**src/rtl/core/gcss_pkg.sv**
```systemverilog
// ----------------------------------------------------------------------------
// gcss_pkg
// Shared types, constants and helpers for the Gray-code subset-sum search.
// ----------------------------------------------------------------------------
package gcss_pkg;

  localparam int unsigned MaxItems  = 16;
  localparam int unsigned SizeBits  = 24;
  localparam int unsigned AddrBits  = $clog2(MaxItems);
  localparam int unsigned CountBits = $clog2(MaxItems + 1);
  localparam int unsigned StepBits  = MaxItems + 1;
  localparam int unsigned SumBits   = SizeBits + AddrBits;

  // Capacity after reset: 4.3 MiB scaled by 0.99
  localparam logic [SizeBits-1:0] CapReset = SizeBits'(4463788);

  typedef logic [SizeBits-1:0] size_t;
  typedef logic [MaxItems-1:0] mask_t;
  typedef logic [AddrBits-1:0] addr_t;

  // Input beat
  typedef struct packed {
    size_t item_size;
    logic  last_item;
  } in_beat_t;

  // Result beat
  typedef struct packed {
    size_t best_total;
    mask_t best_set;
    logic  overflow;
  } out_beat_t;

  // Index of the lowest set bit; zero input gives index 0
  function automatic addr_t low_bit_idx(mask_t v);
    addr_t idx;
    idx = '0;
    for (int i = MaxItems - 1; i >= 0; i--) begin
      if (v[i]) idx = AddrBits'(i);
    end
    return idx;
  endfunction

endpackage

```
**src/rtl/core/gcss_size_ram.sv**
```systemverilog
// ----------------------------------------------------------------------------
// gcss_size_ram
// Item size store: one write port, one read port, registered read data.
// ----------------------------------------------------------------------------
module gcss_size_ram (
  input  logic            clk_i,
  input  logic            we_i,
  input  gcss_pkg::addr_t waddr_i,
  input  gcss_pkg::size_t wdata_i,
  input  gcss_pkg::addr_t raddr_i,
  output gcss_pkg::size_t rdata_o
);

  gcss_pkg::size_t mem [gcss_pkg::MaxItems];

  // Write port
  always_ff @(posedge clk_i) begin
    if (we_i) mem[waddr_i] <= wdata_i;
  end

  // Read port, registered read data
  always_ff @(posedge clk_i) begin
    rdata_o <= mem[raddr_i];
  end

endmodule

```
**src/rtl/core/gray_code_subset_sum_search.sv**
```systemverilog
// ----------------------------------------------------------------------------
// gray_code_subset_sum_search
// Exhaustive subset-sum search over up to 16 item sizes in Gray-code order.
// ----------------------------------------------------------------------------
// Usage:
//   Input channel (valid/ready) carries one item size per beat; a beat with
//   last_item set closes the set and starts the search. Sizes beyond 16 are
//   dropped and the result's overflow bit is set.
//   Output channel (valid/ready) carries one result beat per set: the
//   largest subset sum strictly below capacity and the mask of its items.
//   cfg_we_i/cfg_wdata_i write the capacity register; write only when idle.
// Timing:
//   Items load one per accepted beat. After the last item, the search walks
//   2^N - 1 steps at one step per cycle (N stored items), one read of the
//   size store each, then passes a drain state for the registered read and
//   a done state that posts the result.
//   The size store's single read port sets the pace, one item per step.
// Reset:
//   Clears item count, search state and the best-so-far registers; capacity
//   returns to its reset value. The size store is not cleared.
// Stall:
//   The result sits in an output register, so the next set can load while
//   it waits. A search that finishes with the register still full holds
//   until the receiver takes the pending beat.
// ----------------------------------------------------------------------------
module gray_code_subset_sum_search (
  input  logic                clk_i,
  input  logic                rst_ni,
  input  logic                in_valid_i,
  output logic                in_ready_o,
  input  gcss_pkg::in_beat_t  in_data_i,
  output logic                out_valid_o,
  input  logic                out_ready_i,
  output gcss_pkg::out_beat_t out_data_o,
  input  logic                cfg_we_i,
  input  gcss_pkg::size_t     cfg_wdata_i
);

  typedef enum logic [1:0] {
    StLoad,
    StSearch,
    StDrain,
    StDone
  } state_e;

  typedef logic [gcss_pkg::CountBits-1:0] count_t;
  typedef logic [gcss_pkg::StepBits-1:0]  step_t;
  typedef logic [gcss_pkg::SumBits-1:0]   sum_t;

  state_e              state_q, state_d;
  gcss_pkg::size_t     cap_q, cap_d;
  count_t              count_q, count_d;
  logic                ovf_q, ovf_d;
  step_t               step_q, step_d;
  step_t               last_step_q, last_step_d;
  sum_t                sum_q, sum_d;
  gcss_pkg::size_t     best_q, best_d;
  gcss_pkg::mask_t     best_mask_q, best_mask_d;
  logic                pv_q, pv_d;
  logic                padd_q, padd_d;
  gcss_pkg::mask_t     pgray_q, pgray_d;
  logic                out_valid_q, out_valid_d;
  gcss_pkg::out_beat_t out_q, out_d;

  logic                in_fire;
  logic                ram_we;
  gcss_pkg::addr_t     rd_addr;
  gcss_pkg::size_t     rd_data;
  gcss_pkg::mask_t     step_lo;
  gcss_pkg::mask_t     gray_now;
  sum_t                sum_next;
  count_t              count_new;

  assign in_ready_o  = (state_q == StLoad);
  assign in_fire     = in_valid_i && in_ready_o;
  assign out_valid_o = out_valid_q;
  assign out_data_o  = out_q;

  // Store writes only while room remains
  assign ram_we = in_fire && (count_q < count_t'(gcss_pkg::MaxItems));

  // Step address: changed Gray bit is the lowest set bit of the counter
  assign step_lo  = step_q[gcss_pkg::MaxItems-1:0];
  assign gray_now = step_lo ^ (step_lo >> 1);
  assign rd_addr  = gcss_pkg::low_bit_idx(step_lo);

  gcss_size_ram u_ram (
    .clk_i   (clk_i),
    .we_i    (ram_we),
    .waddr_i (count_q[gcss_pkg::AddrBits-1:0]),
    .wdata_i (in_data_i.item_size),
    .raddr_i (rd_addr),
    .rdata_o (rd_data)
  );

  // Running sum update from the read data of the previous step
  assign sum_next = padd_q ? sum_q + sum_t'(rd_data) : sum_q - sum_t'(rd_data);
  assign count_new = ram_we ? count_q + count_t'(1) : count_q;

  // Next-state logic
  always_comb begin
    state_d     = state_q;
    cap_d       = cfg_we_i ? cfg_wdata_i : cap_q;
    count_d     = count_q;
    ovf_d       = ovf_q;
    step_d      = step_q;
    last_step_d = last_step_q;
    sum_d       = sum_q;
    best_d      = best_q;
    best_mask_d = best_mask_q;
    pv_d        = 1'b0;
    padd_d      = padd_q;
    pgray_d     = pgray_q;
    out_valid_d = out_valid_q && !out_ready_i;
    out_d       = out_q;

    // Evaluate the step whose size just came out of the store
    if (pv_q) begin
      sum_d = sum_next;
      if ((sum_next < sum_t'(cap_q)) && (sum_next > sum_t'(best_q))) begin
        best_d      = gcss_pkg::size_t'(sum_next);
        best_mask_d = pgray_q;
      end
    end

    unique case (state_q)
      StLoad: begin
        if (in_fire) begin
          count_d = count_new;
          if (!ram_we) ovf_d = 1'b1;
          if (in_data_i.last_item) begin
            state_d     = StSearch;
            step_d      = step_t'(1);
            last_step_d = (step_t'(1) << count_new) - step_t'(1);
            sum_d       = '0;
            best_d      = '0;
            best_mask_d = '0;
          end
        end
      end
      StSearch: begin
        pv_d    = 1'b1;
        padd_d  = gray_now[rd_addr];
        pgray_d = gray_now;
        step_d  = step_q + step_t'(1);
        if (step_q == last_step_q) state_d = StDrain;
      end
      StDrain: begin
        state_d = StDone;
      end
      StDone: begin
        if (!out_valid_q || out_ready_i) begin
          out_valid_d      = 1'b1;
          out_d.best_total = best_q;
          out_d.best_set   = best_mask_q;
          out_d.overflow   = ovf_q;
          count_d          = '0;
          ovf_d            = 1'b0;
          sum_d            = '0;
          step_d           = '0;
          state_d          = StLoad;
        end
      end
      default: state_d = StLoad;
    endcase
  end

  // State and registered outputs
  always_ff @(posedge clk_i or negedge rst_ni) begin
    if (!rst_ni) begin
      state_q     <= StLoad;
      cap_q       <= gcss_pkg::CapReset;
      count_q     <= '0;
      ovf_q       <= 1'b0;
      step_q      <= '0;
      last_step_q <= '0;
      sum_q       <= '0;
      best_q      <= '0;
      best_mask_q <= '0;
      pv_q        <= 1'b0;
      padd_q      <= 1'b0;
      pgray_q     <= '0;
      out_valid_q <= 1'b0;
      out_q       <= '0;
    end else begin
      state_q     <= state_d;
      cap_q       <= cap_d;
      count_q     <= count_d;
      ovf_q       <= ovf_d;
      step_q      <= step_d;
      last_step_q <= last_step_d;
      sum_q       <= sum_d;
      best_q      <= best_d;
      best_mask_q <= best_mask_d;
      pv_q        <= pv_d;
      padd_q      <= padd_d;
      pgray_q     <= pgray_d;
      out_valid_q <= out_valid_d;
      out_q       <= out_d;
    end
  end

endmodule
```
**config.mk**
```make
export PLATFORM = sky130hd
export DESIGN_NAME = gray_code_subset_sum_search
export DESIGN_NICKNAME = d
export VERILOG_FILES = /design/src/rtl/core/gcss_pkg.sv /design/src/rtl/core/gcss_size_ram.sv /design/src/rtl/core/gray_code_subset_sum_search.sv
export SDC_FILE = /design/constraint.sdc
export NUM_CORES = 1
export LEC_CHECK = 0
export BUFFER_PORTS_ARGS = -buffer_cell sky130_fd_sc_hd__buf_2
export CAP_MARGIN = 20
export CORE_UTILIZATION = 50
export DETAILED_ROUTE_END_ITERATION = 10
export MAX_ROUTING_LAYER = met4
export PLACE_DENSITY_LB_ADDON = 0.3
export SYNTH_ARGS = -nofsm -noshare
export SYNTH_HDL_FRONTEND = slang
export SYNTH_SLANG_ARGS = --single-unit
```
**constraint.sdc**
```tcl
create_clock -name clk_i -period 4.6 [get_ports clk_i]
set_input_delay 0.46 -clock clk_i [delete_from_list [all_inputs] [get_ports clk_i]]
set_output_delay 0.46 -clock clk_i [all_outputs]
set_load 0.01 [all_outputs]
```
* Word-level counts from Yosys, hierarchy flattened *
Memories as Yosys holds them, arrays and structs flattened. A register that Yosys moved wholly into a read port is not among the register bits.
Index checks and enable logic that the tools add are counted.

storage, ports and cells
  flip-flop bits (word level) = 194
  memory bits (writable) = 384
  input port bits = 54
  output and inout port bits = 43
  word-level logic and storage cells = 109
  memories kept = 1

memories
  name       depth  bits a word  rd ports  clocked after Yosys merged registers in  wr ports  RTL line             text
  u_ram.mem  16     24           1         1                                        1         gcss_size_ram.sv:14  gcss_pkg::size_t mem [gcss_pkg::MaxItems];

cells by class
  $add $sub $neg = 5
  magnitude comparators = 4
  eq/ne operators = 9
  shift operators = 1
  muxes and demuxes = 56
  bitwise logic cells = 1
  reductions and logical operators = 16

operators with widths
  kind                     count
  $mux W28                 5
  $mux W24                 5
  $mux W16                 5
  $mux W4                  16
  $pmux W28 S2             1
  $mux W17                 3
  $pmux W17 S3             1
  $add A28 B24 Y28         1
  $gt A28 B24 Y1           1
  $lt A28 B24 Y1           1
  $sub A28 B24 Y28         1
  $add A17 B1 Y17 const B  1
  $eq A17 B17 Y1           1
  $shl A1 B5 Y17 const A   1
  $sub A17 B1 Y17 const B  1
  $xor A16 B15 Y16         1
  $mux W5                  3
  $reduce_and A4 Y1        3
  $pmux W5 S2              1
  $mux W1                  9
  $mux W2                  4
  $pmux W2 S4              1
  $ne A2 B2 Y1 const B     3
  $reduce_and A3 Y1        2
  other kinds (15)         21

* Depth between registers and ports, before layout *
Gate-level depths: netlist of the first run.

  depth after elaboration = 18
  mapped depth = 27
  depth with buffers taken out = 25

* Hierarchy *
A second synthesis of the first run with hierarchy kept.

unflattened totals
  cells, all modules = 1970
  area, all modules = 27276.2 µm²

by module, submodules not included
  module                       instances  cells an instance  area each (µm²)  sequential area each (µm²)
  gcss_size_ram                1          636                14930.6          12011.5
  gray_code_subset_sum_search  1          1334               12345.6          4865.9

* Worst setup path after synthesis of the first run *
OpenSTA, ideal clock, no wires.

  path type = register -> register
  start point = register u_ram.rdata_o[4], read port of u_ram.mem
  end point = register best_q[10]
  setup time = 0.134 ns
  arrival = 4.999 ns
  required time = 4.466 ns
  setup slack = -0.533 ns
  stages on the path, launching flop included = 25
  buffers on the path = 2
  period minus slack after synthesis = 5.133 ns
  cells stage by stage = dfxtp_1 > nor4_2 > nand2_1 > nor2_1 > nand3b_1 > nor2_1 > a21oi_1 > xor2_1 > ha_1 > buf_2 > nand4_1 > or3_1 > or3_1 > nand3_1 > xor2_1 > ha_1 > nand4_1 > or3_1 > a21oi_1 > o21ai_0 > a31oi_1 > o2111ai_1 > nor4_4 > clkbuf_1 > o31ai_1

between the ends
  word-level cells in the longest chain between the ends = 9
  elaborated cells between the ends (all ways) = 11
  classes of those cells = add/sub: 2; order compare: 2; mux: 6; reduce/logical: 1

ends and longest elaborated chain
  element                                               RTL line                            text
  start, declared                                       gcss_size_ram.sv:11                 output gcss_pkg::size_t rdata_o
  $sub A28 B24 Y28 or $add A28 B24 Y28 (tied branches)  gray_code_subset_sum_search.sv:97   assign sum_next = padd_q ? sum_q + sum_t'(rd_data) : sum_q - sum_t'(rd_data);
  $mux W28 (*)                                          gray_code_subset_sum_search.sv:97
  $lt A28 B24 Y1 or $gt A28 B24 Y1 (tied branches)      gray_code_subset_sum_search.sv:120  if ((sum_next < sum_t'(cap_q)) && (sum_next > sum_t'(best_q))) begin
  $logic_and A1 B1 Y1                                   gray_code_subset_sum_search.sv:120
  $mux W24 (*)                                          gray_code_subset_sum_search.sv:120
  $mux W24 (*)                                          gray_code_subset_sum_search.sv:118  if (pv_q) begin
  $mux W24                                              gray_code_subset_sum_search.sv:131  if (in_data_i.last_item) begin
  $mux W24                                              gray_code_subset_sum_search.sv:128  if (in_fire) begin
  $mux W24 (*)                                          gray_code_subset_sum_search.sv:126  unique case (state_q)
  named net best_d[10]                                  gray_code_subset_sum_search.sv:57   gcss_pkg::size_t best_q, best_d;
  end signal, assigned                                  gray_code_subset_sum_search.sv:193  best_q <= best_d;
  end, declared                                         gray_code_subset_sum_search.sv:57

The timed path passes the listed nets; every way through them passes the cells marked *.
A chain may end at the register's enable or synchronous reset.

* Worst setup path after layout of the first run *
  start point = register u_ram.rdata_o[0], read port of u_ram.mem
  end point = register best_q[15]

Same word-level chain as after synthesis.

==> results of run 1 <==
-- worst max-delay path, cell delays in order, from the launching register on --
cell and delay (ps):
dfxtp_1 310, inv_1 90, ha_4 160, nand2b_4 80
nor4_4 290, nor2_2 60, xor2_1 140, ha_1 330
a21oi_2 180, o211ai_1 160, buf_4 180, nand3_1 70
nand2_1 80, a21o_1 180, a21o_1 220, xor2_4 320
ha_1 320, a2111oi_0 490, o221ai_1 300, o21ai_2 270
a31oi_4 120, o2111ai_4 100, nor4_4 70, buf_6 180
clkbuf_16 180, o31ai_1 220
-- routing by layer --
| metal | global-route usage, % | part of all wire (%) | up-vias |
|---|---|---|---|
| met2 | 38.77 | 49 | 499 |
| met3 | 3.404 | 4.8 | 154 |
| met1 | 30.62 | 43 | 8985 |
| met4 | 9.917 | 3.6 | 0 |
| met5 | - | 0 | - |
| li1 | - | - | 8620 |
-- per-stage QoR --
| stage | utilization, % | worst slack (ps) | power, mW |
|---|---|---|---|
| after global routing | 60.82 | -840.4 | 11.48 |
| final | 60.82 | -625.5 | 11.15 |
| after CTS | 60.06 | -532.4 | 11.24 |
| after floorplan | - | -149.6 | 5.953 |
| after detailed placement | 55.80 | -791.7 | 6.071 |
| after global placement | 55.78 | -531.9 | 6.060 |
-- cell type report --
class	count	share of cell area, %
diodes	4	0.03040
repair buffers	313	7.126
clock inverters	43	1.543
clock buffers	72	4.948
inverters	79	0.9007
flip-flops and latches	602	51.27
multi-input cells	1382	31.54
well taps	696	2.645
-- power groups by stage --
stage	Sequential [mW]	Combinational [mW]	Clock, mW
2_1_floorplan	5.90	0.0513	0
3_3_place_gp	5.90	0.160	0
3_5_place_dp	5.90	0.170	0
4_1_cts	5.79	0.171	5.28
5_1_grt	5.79	0.197	5.49
6_report	5.79	0.170	5.19
-- worst paths after layout --
check	slack, ps	start	cells after the start	end
max	-630	u_ram.rdata_o[0]	25	best_q[15]
min	-2	rst_ni	1	cap_q[6]
max reg2reg	-630	u_ram.rdata_o[0]	25	best_q[15]
min reg2reg	480	out_data_o[28]	2	out_data_o[28]
max in group asynchronous	3650	rst_ni	2	step_q[5]
min in group clk_i	40	cfg_wdata_i[23]	3	cap_q[23]
-- cell families (layout without fill, tap and decap cells) --
family          after synthesis  count (layout)
xor+xnor                     67              67
other cells                   0               4
compound gates              423             423
fa+ha+maj                   106             106
mux                         269             269
buf+inv                     204             507
flops                       602             602
simple gates                517             517
-- state kept, by name, indices dropped and copies added, names as in the netlist --
register / count
u_ram.rdata_o: 24
best_q: 24
cap_q: 24
pgray_q: 16
state_q: 2
out_data_o: 41
u_ram.mem: 384
last_step_q: 17
count_q: 5
ovf_q: 1
sum_q: 28
step_q: 17
best_mask_q: 16
pv_q: 1
padd_q: 1
out_valid_o: 1
-- layout by cell type, fill, tap and decap left out, types with 22 or more instances in the layout --
cell type / count
nor2_1: 82
o211ai_1: 106
xor2_1: 39
nand2_1: 226
mux2i_1: 131
ha_1: 101
buf_2: 95
a21o_1: 28
nand3_1: 56
a21oi_1: 62
clkbuf_16: 67
edfxtp_1: 384
dfrtp_1: 185
dfxtp_1: 22
nand4_1: 39
buf_4: 199
inv_1: 79
o21ai_0: 92
mux2_2: 138
-- timing repair --
item                                    4_1_cts  5_1_grt
endpoints found under the setup margin       40       40
resized for setup                            26       49
setup buffers                                 6        4
hold buffers                                  0        0
gates cloned                                  0        6
pin swaps                                    17        7
==> flow_summary_export.csv, run 1 <==
group,metric,value,unit
power_and_ir_drop,p_per_area,338.8,nW/um^2
sta,fmax,191.4,MHz
logic_synthesis,synthAdderAreaFrac,4.833,%
clock_network,cts.path.max_buffers,3,
cells_and_area,fin_area,32920,sq um
power_and_ir_drop,p_int,8.926,mW
sta,final.setup.tns,-22990,ps
worst_setup_path,cp.arrival,5750,ps
floorplan,fp.dieW,236.9,um
sta,fin_ws,-625.5,ps
grt,grt_overflow,0,
sta,finalHoldViolations,2,
placement,place_area,30210,sq um
power_and_ir_drop,p_leak,13.30,nW
drt,drc_errors,0,
floorplan,boundaryPins,97,
logic_synthesis,synth_edf_count,384,
grt,grt_pass1_wl,101.1,mm
floorplan,die_area,56140,sq um
clock_network,clk_pin_slew,60,ps
worst_setup_path,critPathMaxFanout,14,
clock_network,h-tree-depth,2,
logic_synthesis,synth_cell_types,61,
logic_synthesis,ys.flop_type,"edfxtp_1",
power_and_ir_drop,swShare,19.97,%
drt,avgRoutedWirePerCell,20.55,um
drt,routed_wl,65.58,mm
cells_and_area,register_area,16880,sq um
clock_network,clock_latency,640,ps
logic_synthesis,synthSimpleGateAreaFrac,8.645,%
sta,finClkSkew,20.59,ps
logic_synthesis,avgSynthCellArea,12.61,sq um
logic_synthesis,async_flop_share,32.23,%
power_and_ir_drop,pwr-share-comb,1.5,%
drt,vias_per_cell,5.722,
cells_and_area,multi_input_area,10380,sq um
min_path,hold_path.class,"in2async",
grt,grt_pass1_vias,18220,
logic_synthesis,syn-num-nets,2348,
sta,setup_viol,40,
logic_synthesis,synth_compound_area_share,9.992,%
power_and_ir_drop,p_sw,2.228,mW
cells_and_area,area_growth,19.29,%
clock_network,cts_tree,"built",
sta,fin_crit,5226,ps
placement,dp_hpwl,41.28,mm
status,status,"complete, but fails checks",
sta,min_period_over_period,113.6,%
floorplan,design.core.area,54130,sq um
floorplan,initial_utilization,50.98,%
power_and_ir_drop,clockPowerShare,46.6,%
sta,relSlewSlack,27.72,%
logic_synthesis,synth_top_family_by_area,"multiplexers",
drt,vias,18260,
sta,drv_slew,0,
clock_network,cts-root-buf,"clkbuf_16",
clock_network,numCtsBuffers,61,
grt,grt_max_degree,120,
power_and_ir_drop,seqPwrFrac,51.9,%
cells_and_area,stdcell_count,3191,
worst_setup_path,worstSetupPathType,"reg2reg",
cells_and_area,nets,2599,
logic_synthesis,synthXorXnorAreaFrac,2.126,%
logic_synthesis,synth-seq-cells,602,
logic_synthesis,synth_mux_area_share,10.38,%
power_and_ir_drop,peakVddDrop,0.4002,mV
drt,drt-pass1-iter-count,5,
drt,drt_iter0_drc,1276,
drt,ant_nets,0,
floorplan,rows,85,
status,violations,"hold timing, setup timing",
placement,placed_cells,3057,
logic_synthesis,ys_seq_area_share,61.15,%
logic_synthesis,synthTopCellsByCount,"384 x edfxtp_1, 226 x nand2_1, 185 x dfrtp_1",
sta,rsz0062_at_grt,"true",
logic_synthesis,synth_top_area_share,41.78,%
grt,track_usage,24.05,%
logic_synthesis,syn_area,27600,sq um
sta,worst_slew_pin_slew,1084,ps
logic_synthesis,synth_cells,2188,
floorplan,die_height,236.9,um
worst_setup_path,critPathLaunchType,"flip-flop",
logic_synthesis,ys_top_cells_by_area,"edfxtp_1 42%, dfrtp_1 17%, mux2_2 5.6%",
placement,io_buffers,96,
placement,gp_congestion,0.9195,
cells_and_area,fill_cells,4155,
worst_setup_path,cp-end-kind,"flip-flop",
grt,antenna_found_initial,5,
logic_synthesis,synth.yosys.warnings,0,
logic_synthesis,yosysTopAreaCell,"edfxtp_1",
sta,hold_slack,-2.454,ps
run,drv_cap,0,
clock_network,cts_sinks,602,
cells_and_area,drive_gt1_share,25.37,%
logic_synthesis,synth_most_common_cell,"edfxtp_1",
worst_setup_path,required,5120,ps
(Power assumes the default switching activity.)
==> run 2: changes to the inputs <==
--- a/config.mk
+++ b/config.mk
@@ -8,7 +8,9 @@
 export BUFFER_PORTS_ARGS = -buffer_cell sky130_fd_sc_hd__buf_2
 export CAP_MARGIN = 20
 export CORE_UTILIZATION = 50
+export CTS_BUF_LIST = sky130_fd_sc_hd__clkbuf_4 sky130_fd_sc_hd__clkbuf_8
 export DETAILED_ROUTE_END_ITERATION = 10
+export HOLD_SLACK_MARGIN = 0.06
 export MAX_ROUTING_LAYER = met4
 export PLACE_DENSITY_LB_ADDON = 0.3
 export SYNTH_ARGS = -nofsm -noshare
==> flow_summary_export.csv, run 2 (synthesized netlist as in run 1, its figures left out) <==
group,metric,value,unit
status,status,"complete, but fails checks",
status,violations,"setup timing",
drt,routed_wl,66.45,mm
sta,final.setup.tns,-21380,ps
clock_network,cts_sinks,602,
placement,place_area,30210,sq um
floorplan,initial_utilization,50.98,%
floorplan,rows,85,
worst_setup_path,cp.arrival,5850,ps
worst_setup_path,cpMostUsedCell,"ha_1",
drt,vias,18630,
power_and_ir_drop,p_per_area,323.9,nW/um^2
cells_and_area,nets,2668,
drt,ant_nets,0,
drt,drt-pass1-iter-count,5,
sta,fmax,189.8,MHz
clock_network,clock_latency,720,ps
sta,finalHoldViolations,0,
drt,route.met3.wl,3.406,mm
sta,worst_slew_pin_slew,1087,ps
floorplan,die_height,236.9,um
worst_setup_path,path_depth,26,
cells_and_area,mostFrequentLayoutCells,"384 x edfxtp_1, 226 x nand2_1, 201 x buf_4",
cells_and_area,fill_cells,4185,
cells_and_area,largest-register,"u_ram.mem",
worst_setup_path,reg2regPathDepth,26,
grt,grt_max_degree,120,
sta,drv_slew,0,
drt,drc_errors,0,
clock_network,cts-root-buf,"clkbuf_8",
power_and_ir_drop,peakVddDrop,0.3197,mV
floorplan,design.core.area,54130,sq um
cells_and_area,area_growth,19.43,%
drt,top_layer_used,"met4",
worst_setup_path,critPathMaxStageDelay,480,ps
grt,track_usage,24.51,%
clock_network,cts.path.max_buffers,3,
worst_setup_path,cp-end-kind,"flip-flop",
floorplan,fp.dieW,236.9,um
sta,fin_ws,-668.9,ps
sta,finClkSkew,33.26,ps
run,drv_cap,0,
cells_and_area,finalCoreUtilization,60.89,%
drt,vias_per_cell,5.673,
sta,min_period_over_period,114.5,%
grt,antenna_found_initial,4,
clock_network,numCtsBuffers,97,
worst_setup_path,required,5180,ps
worst_setup_path,critPathTopFamily,"compound AO/OA/AOI/OAI gates",
cells_and_area,largest_reg_flops,384,
power_and_ir_drop,p_leak,13.43,nW
cells_and_area,final_common_cell,"edfxtp_1",
worst_setup_path,critPathLaunchType,"flip-flop",
sta,relSlewSlack,27.55,%
worst_setup_path,worstSetupPathType,"reg2reg",
worst_setup_path,crit_buf_inv,5,
worst_setup_path,crit_start,"u_ram.rdata_o[0]",
min_path,hold_depth,1,
sta,hold_slack,121.1,ps
worst_setup_path,crit_path_top_delay_cell,"a2111oi_0",
min_path,hold_start,"in_data_i[20]",
grt,grt_pass1_wl,102.9,mm
floorplan,boundaryPins,97,
worst_setup_path,critPathMaxFanout,7,
sta,fin_crit,5269,ps
floorplan,die_area,56140,sq um
clock_network,h-tree-depth,3,
clock_network,cts_tree,"built",
cells_and_area,fin_area,32960,sq um
grt,grt_pass1_vias,18610,
placement,dpl_worst_slack,-791.7,ps
grt,grt_overflow,0,
drt,wl_met1,28.57,mm
min_path,hold_path.class,"in2reg",
placement,io_buffers,96,
placement,gp_congestion,0.9195,
sta,rsz0062_at_grt,"true",
worst_setup_path,r2r_start,"u_ram.rdata_o[0]",
drt,avgRoutedWirePerCell,20.23,um
sta,setup_viol,40,
drt,wl_met2,33.20,mm
clock_network,clk_pin_slew,60,ps
drt,drt_iter0_drc,1281,
cells_and_area,drive_gt1_share,26.31,%
placement,dp_hpwl,41.28,mm
## run 2: cell count changes in the layout (fill, tap and decap cells not counted), sizes merged
cell	delta
buf	+4
bufinv	-10
clkbuf	+72
clkinv	-5
clkinvlp	-3
diode	-1
dlygate4sd3	+32
inv	+4
## run 2: stage by stage
stage	cells	total power, mW
4_1_cts	3274	10.78
5_1_grt	3284	11.03
3_5_place_dp	3057	6.071
3_3_place_gp	3056	6.060
6_report	3284	10.68
2_1_floorplan	2188	5.953
## run 2: layout make-up
class	instances	area, sq um	share of cell area [%]
flip-flops and latches	602	16880	51.21
multi-input cells	1382	10260	31.14
repair buffers	346	2629	7.975
clock inverters	29	176.4	0.5352
inverters	79	296.5	0.8996
clock buffers	147	1836	5.569
well taps	696	870.8	2.642
diodes	3	7.507	0.02278
## run 2: layer usage
layer	GRT usage, %	vias to the layer above
met5	-	-
met3	4.278	103
met2	40.32	534
li1	-	8771
met4	7.792	0
met1	30.88	9223
## run 2: repair_timing
item | 4_1_cts | 5_1_grt
gates cloned | 0 | 3
pin swaps | 19 | 13
hold buffers | 32 | 0
setup endpoints to repair | 40 | 40
setup buffers | 10 | 3
hold endpoints to repair | 184 | 0
gates resized for setup | 21 | 27
## run 2: worst reg2reg max path, delay by kind of cell, from the launching register on
kind	cells	cell delay (ps)
AO/OA/AOI/OAI	10	2270
adder cells (fa/ha/maj)	3	870
flip-flops	1	330
buffers and inverters	5	680
AND/OR/NAND/NOR	6	480
XOR/XNOR	2	540
## run 2: final timing paths
kind                                     end  slack, ps
max in group asynchronous      out_data_o[8]       3160
min in group asynchronous           cap_q[6]        480
min                        u_ram.mem[12][19]        120
max                               best_q[13]       -670
min reg2reg                   out_data_o[34]        480
max reg2reg                       best_q[13]       -670
## run 2: where the power goes
part	switching, mW	leakage, nW	internal (mW)
clock network	2.13	1.07	2.56
registers	0.00558	6.08	5.79
logic	0.128	6.28	0.0635
total	2.26	13.4	8.42
==> run 3: changes to the inputs <==
--- a/config.mk
+++ b/config.mk
@@ -7,12 +7,13 @@
 export LEC_CHECK = 0
 export BUFFER_PORTS_ARGS = -buffer_cell sky130_fd_sc_hd__buf_2
 export CAP_MARGIN = 20
-export CORE_UTILIZATION = 50
+export CORE_UTILIZATION = 45
 export CTS_BUF_LIST = sky130_fd_sc_hd__clkbuf_4 sky130_fd_sc_hd__clkbuf_8
 export DETAILED_ROUTE_END_ITERATION = 10
+export GPL_TIMING_DRIVEN = 0
 export HOLD_SLACK_MARGIN = 0.06
 export MAX_ROUTING_LAYER = met4
-export PLACE_DENSITY_LB_ADDON = 0.3
+export PLACE_DENSITY = 0.66
 export SYNTH_ARGS = -nofsm -noshare
 export SYNTH_HDL_FRONTEND = slang
 export SYNTH_SLANG_ARGS = --single-unit
==> flow_summary_export.csv, run 3 (synthesized netlist as in run 1, its figures left out) <==
group,metric,value,unit
placement,gp_congestion,0.8969,
floorplan,initial_utilization,45.64,%
cells_and_area,largest_reg_flops,384,
cells_and_area,area_growth,16.57,%
power_and_ir_drop,p_leak,12.78,nW
power_and_ir_drop,clockPowerShare,45.4,%
clock_network,cts_sinks,602,
sta,hold_slack,116.4,ps
clock_network,cts-root-buf,"clkbuf_8",
sta,final.setup.tns,-39170,ps
grt,track_usage,24.51,%
cells_and_area,fin_area,32170,sq um
worst_setup_path,cp-end-kind,"flip-flop",
clock_network,numCtsBuffers,99,
cells_and_area,fill_cells,5148,
placement,place_area,29210,sq um
clock_network,h-tree-depth,3,
worst_setup_path,r2r_slack,-1020,ps
drt,drc_errors,0,
drt,routed_wl,74.07,mm
sta,finClkSkew,33.17,ps
status,status,"complete, but fails checks",
worst_setup_path,critPathMaxFanout,10,
worst_setup_path,cp.arrival,6230,ps
placement,io_buffers,95,
sta,fmax,178.0,MHz
power_and_ir_drop,swShare,21.34,%
status,violations,"setup timing",
drt,ant_nets,0,
sta,rsz0062_at_grt,"true",
sta,finalHoldViolations,0,
drt,vias_per_cell,5.653,
power_and_ir_drop,p_int,8.630,mW
min_path,whs_endpoint,"u_ram.mem[6][8]",
cells_and_area,mostFrequentLayoutCells,"384 x edfxtp_1, 225 x nand2_1, 185 x dfrtp_1",
floorplan,rows,90,
grt,grt_pass1_wl,112.7,mm
worst_setup_path,reg2regPathDepth,25,
floorplan,die_height,249.7,um
clock_network,clock_latency,730,ps
clock_network,clk_pin_slew,60,ps
worst_setup_path,r2r_start,"u_ram.rdata_o[6]",
run,drv_cap,0,
power_and_ir_drop,pwr-share-comb,1.8,%
cells_and_area,final_common_cell,"edfxtp_1",
grt,grt_max_degree,127,
grt,grt_overflow,0,
min_path,hold_start,"in_data_i[9]",
sta,min_period_over_period,122.1,%
floorplan,design.core.area,60470,sq um
sta,worst_slew_pin_slew,1051,ps
cells_and_area,nets,2596,
power_and_ir_drop,p_total,10.97,mW
drt,avgRoutedWirePerCell,22.39,um
worst_setup_path,worstSetupPathType,"reg2reg",
clock_network,cts_tree,"built",
sta,relSlewSlack,28.15,%
floorplan,die_area,62330,sq um
drt,vias,18710,
power_and_ir_drop,peakVddDrop,0.2482,mV
sta,setup_viol,40,
power_and_ir_drop,p_per_area,341.0,nW/um^2
power_and_ir_drop,seqPwrFrac,52.8,%
min_path,hold_path.class,"in2reg",
sta,fin_ws,-1018,ps
sta,drv_slew,0,
drt,drt-pass1-iter-count,6,
worst_setup_path,r2r-end,"best_q[22]",
grt,antenna_found_initial,4,
floorplan,fp.dieW,249.7,um
worst_setup_path,critPathLaunchType,"flip-flop",
cells_and_area,drive_gt1_share,21.47,%
min_path,hold_depth,1,
sta,fin_crit,5618,ps
power_and_ir_drop,p_sw,2.341,mW
cells_and_area,largest-register,"u_ram.mem",
clock_network,cts.path.max_buffers,3,
worst_setup_path,required,5210,ps
floorplan,boundaryPins,97,
placement,dp_hpwl,48.36,mm
drt,drt_iter0_drc,1798,
placement,dpl_worst_slack,-2110,ps
grt,grt_pass1_vias,18870,
[run 3: worst max path at each step]
stage | start | endpoint
final | u_ram.rdata_o[6] | best_q[22]
after global routing | u_ram.rdata_o[6] | best_q[9]
after CTS | u_ram.rdata_o[4] | best_q[3]
after detailed placement | u_ram.rdata_o[2] | best_q[6]
after global placement | u_ram.rdata_o[2] | best_q[22]
after floorplan | u_ram.rdata_o[6] | best_q[19]
[run 3: final cells by class]
| cell class | instances | area, sq um | share of cell area, % |
|---|---|---|---|
| buffer | 123 | 574.3 | 1.785 |
| clock inverter | 29 | 229.0 | 0.7117 |
| antenna | 7 | 17.52 | 0.05445 |
| multi-input combinational | 1382 | 10290 | 31.98 |
| clock buffer | 156 | 1916 | 5.954 |
| sequential | 602 | 16880 | 52.47 |
| inverter | 79 | 296.5 | 0.9217 |
| timing repair buffer | 149 | 989.7 | 3.076 |
| tap | 782 | 978.4 | 3.041 |
[run 3: power by group through the flow]
stage,Clock [mW],Sequential [mW],Combinational (mW)
after floorplan,0,5.90,0.0513
after global placement,0,5.90,0.159
after detailed placement,0,5.90,0.173
after CTS,5.06,5.79,0.195
after global routing,5.30,5.79,0.219
final,4.98,5.79,0.193
[run 3: per-layer routing]
metal  GRT usage (%)  up-vias  part of all wire [%]
met5               -        -                     0
met4           9.436        0                   3.7
met3           4.224      186                   5.5
met2           39.08      659                    48
met1           31.24     9221                    43
li1                -     8640                     -
[run 3: worst max-delay path, stage by stage (launching register included)]
cell and delay [ps]:
dfxtp_2 340, nor4_4 350, nand2_1 100, nor2_2 140, nand3b_1 160, nor2_4 210, a21oi_2 90, xor2_2 170
ha_1 310, buf_6 130, nand4_1 110, or3_1 370, or3_4 370, nand3_4 120, xor2_4 270, ha_4 170
nand4_1 170, or3_4 390, or4_4 560, nand3_4 130, a31oi_4 60, o2111ai_2 120, nor4_4 60, buf_6 180
clkbuf_4 200, o31ai_1 190
[run 3: stage by stage]
step	util (%)	instances
3_3_place_gp	48.19	3065
3_5_place_dp	48.30	3066
4_1_cts	52.88	3297
5_1_grt	53.19	3306
2_1_floorplan	-	2188
6_report	53.20	3309
[run 3: what timing repair did]
action / 4_1_cts / 5_1_grt
hold buffers: 30 / 0
hold endpoints to repair: 129 / 0
setup buffers: 17 / 6
endpoints found under the setup margin: 40 / 48
pin swaps: 16 / 14
gates resized for setup: 42 / 28
cloned: 0 / 0
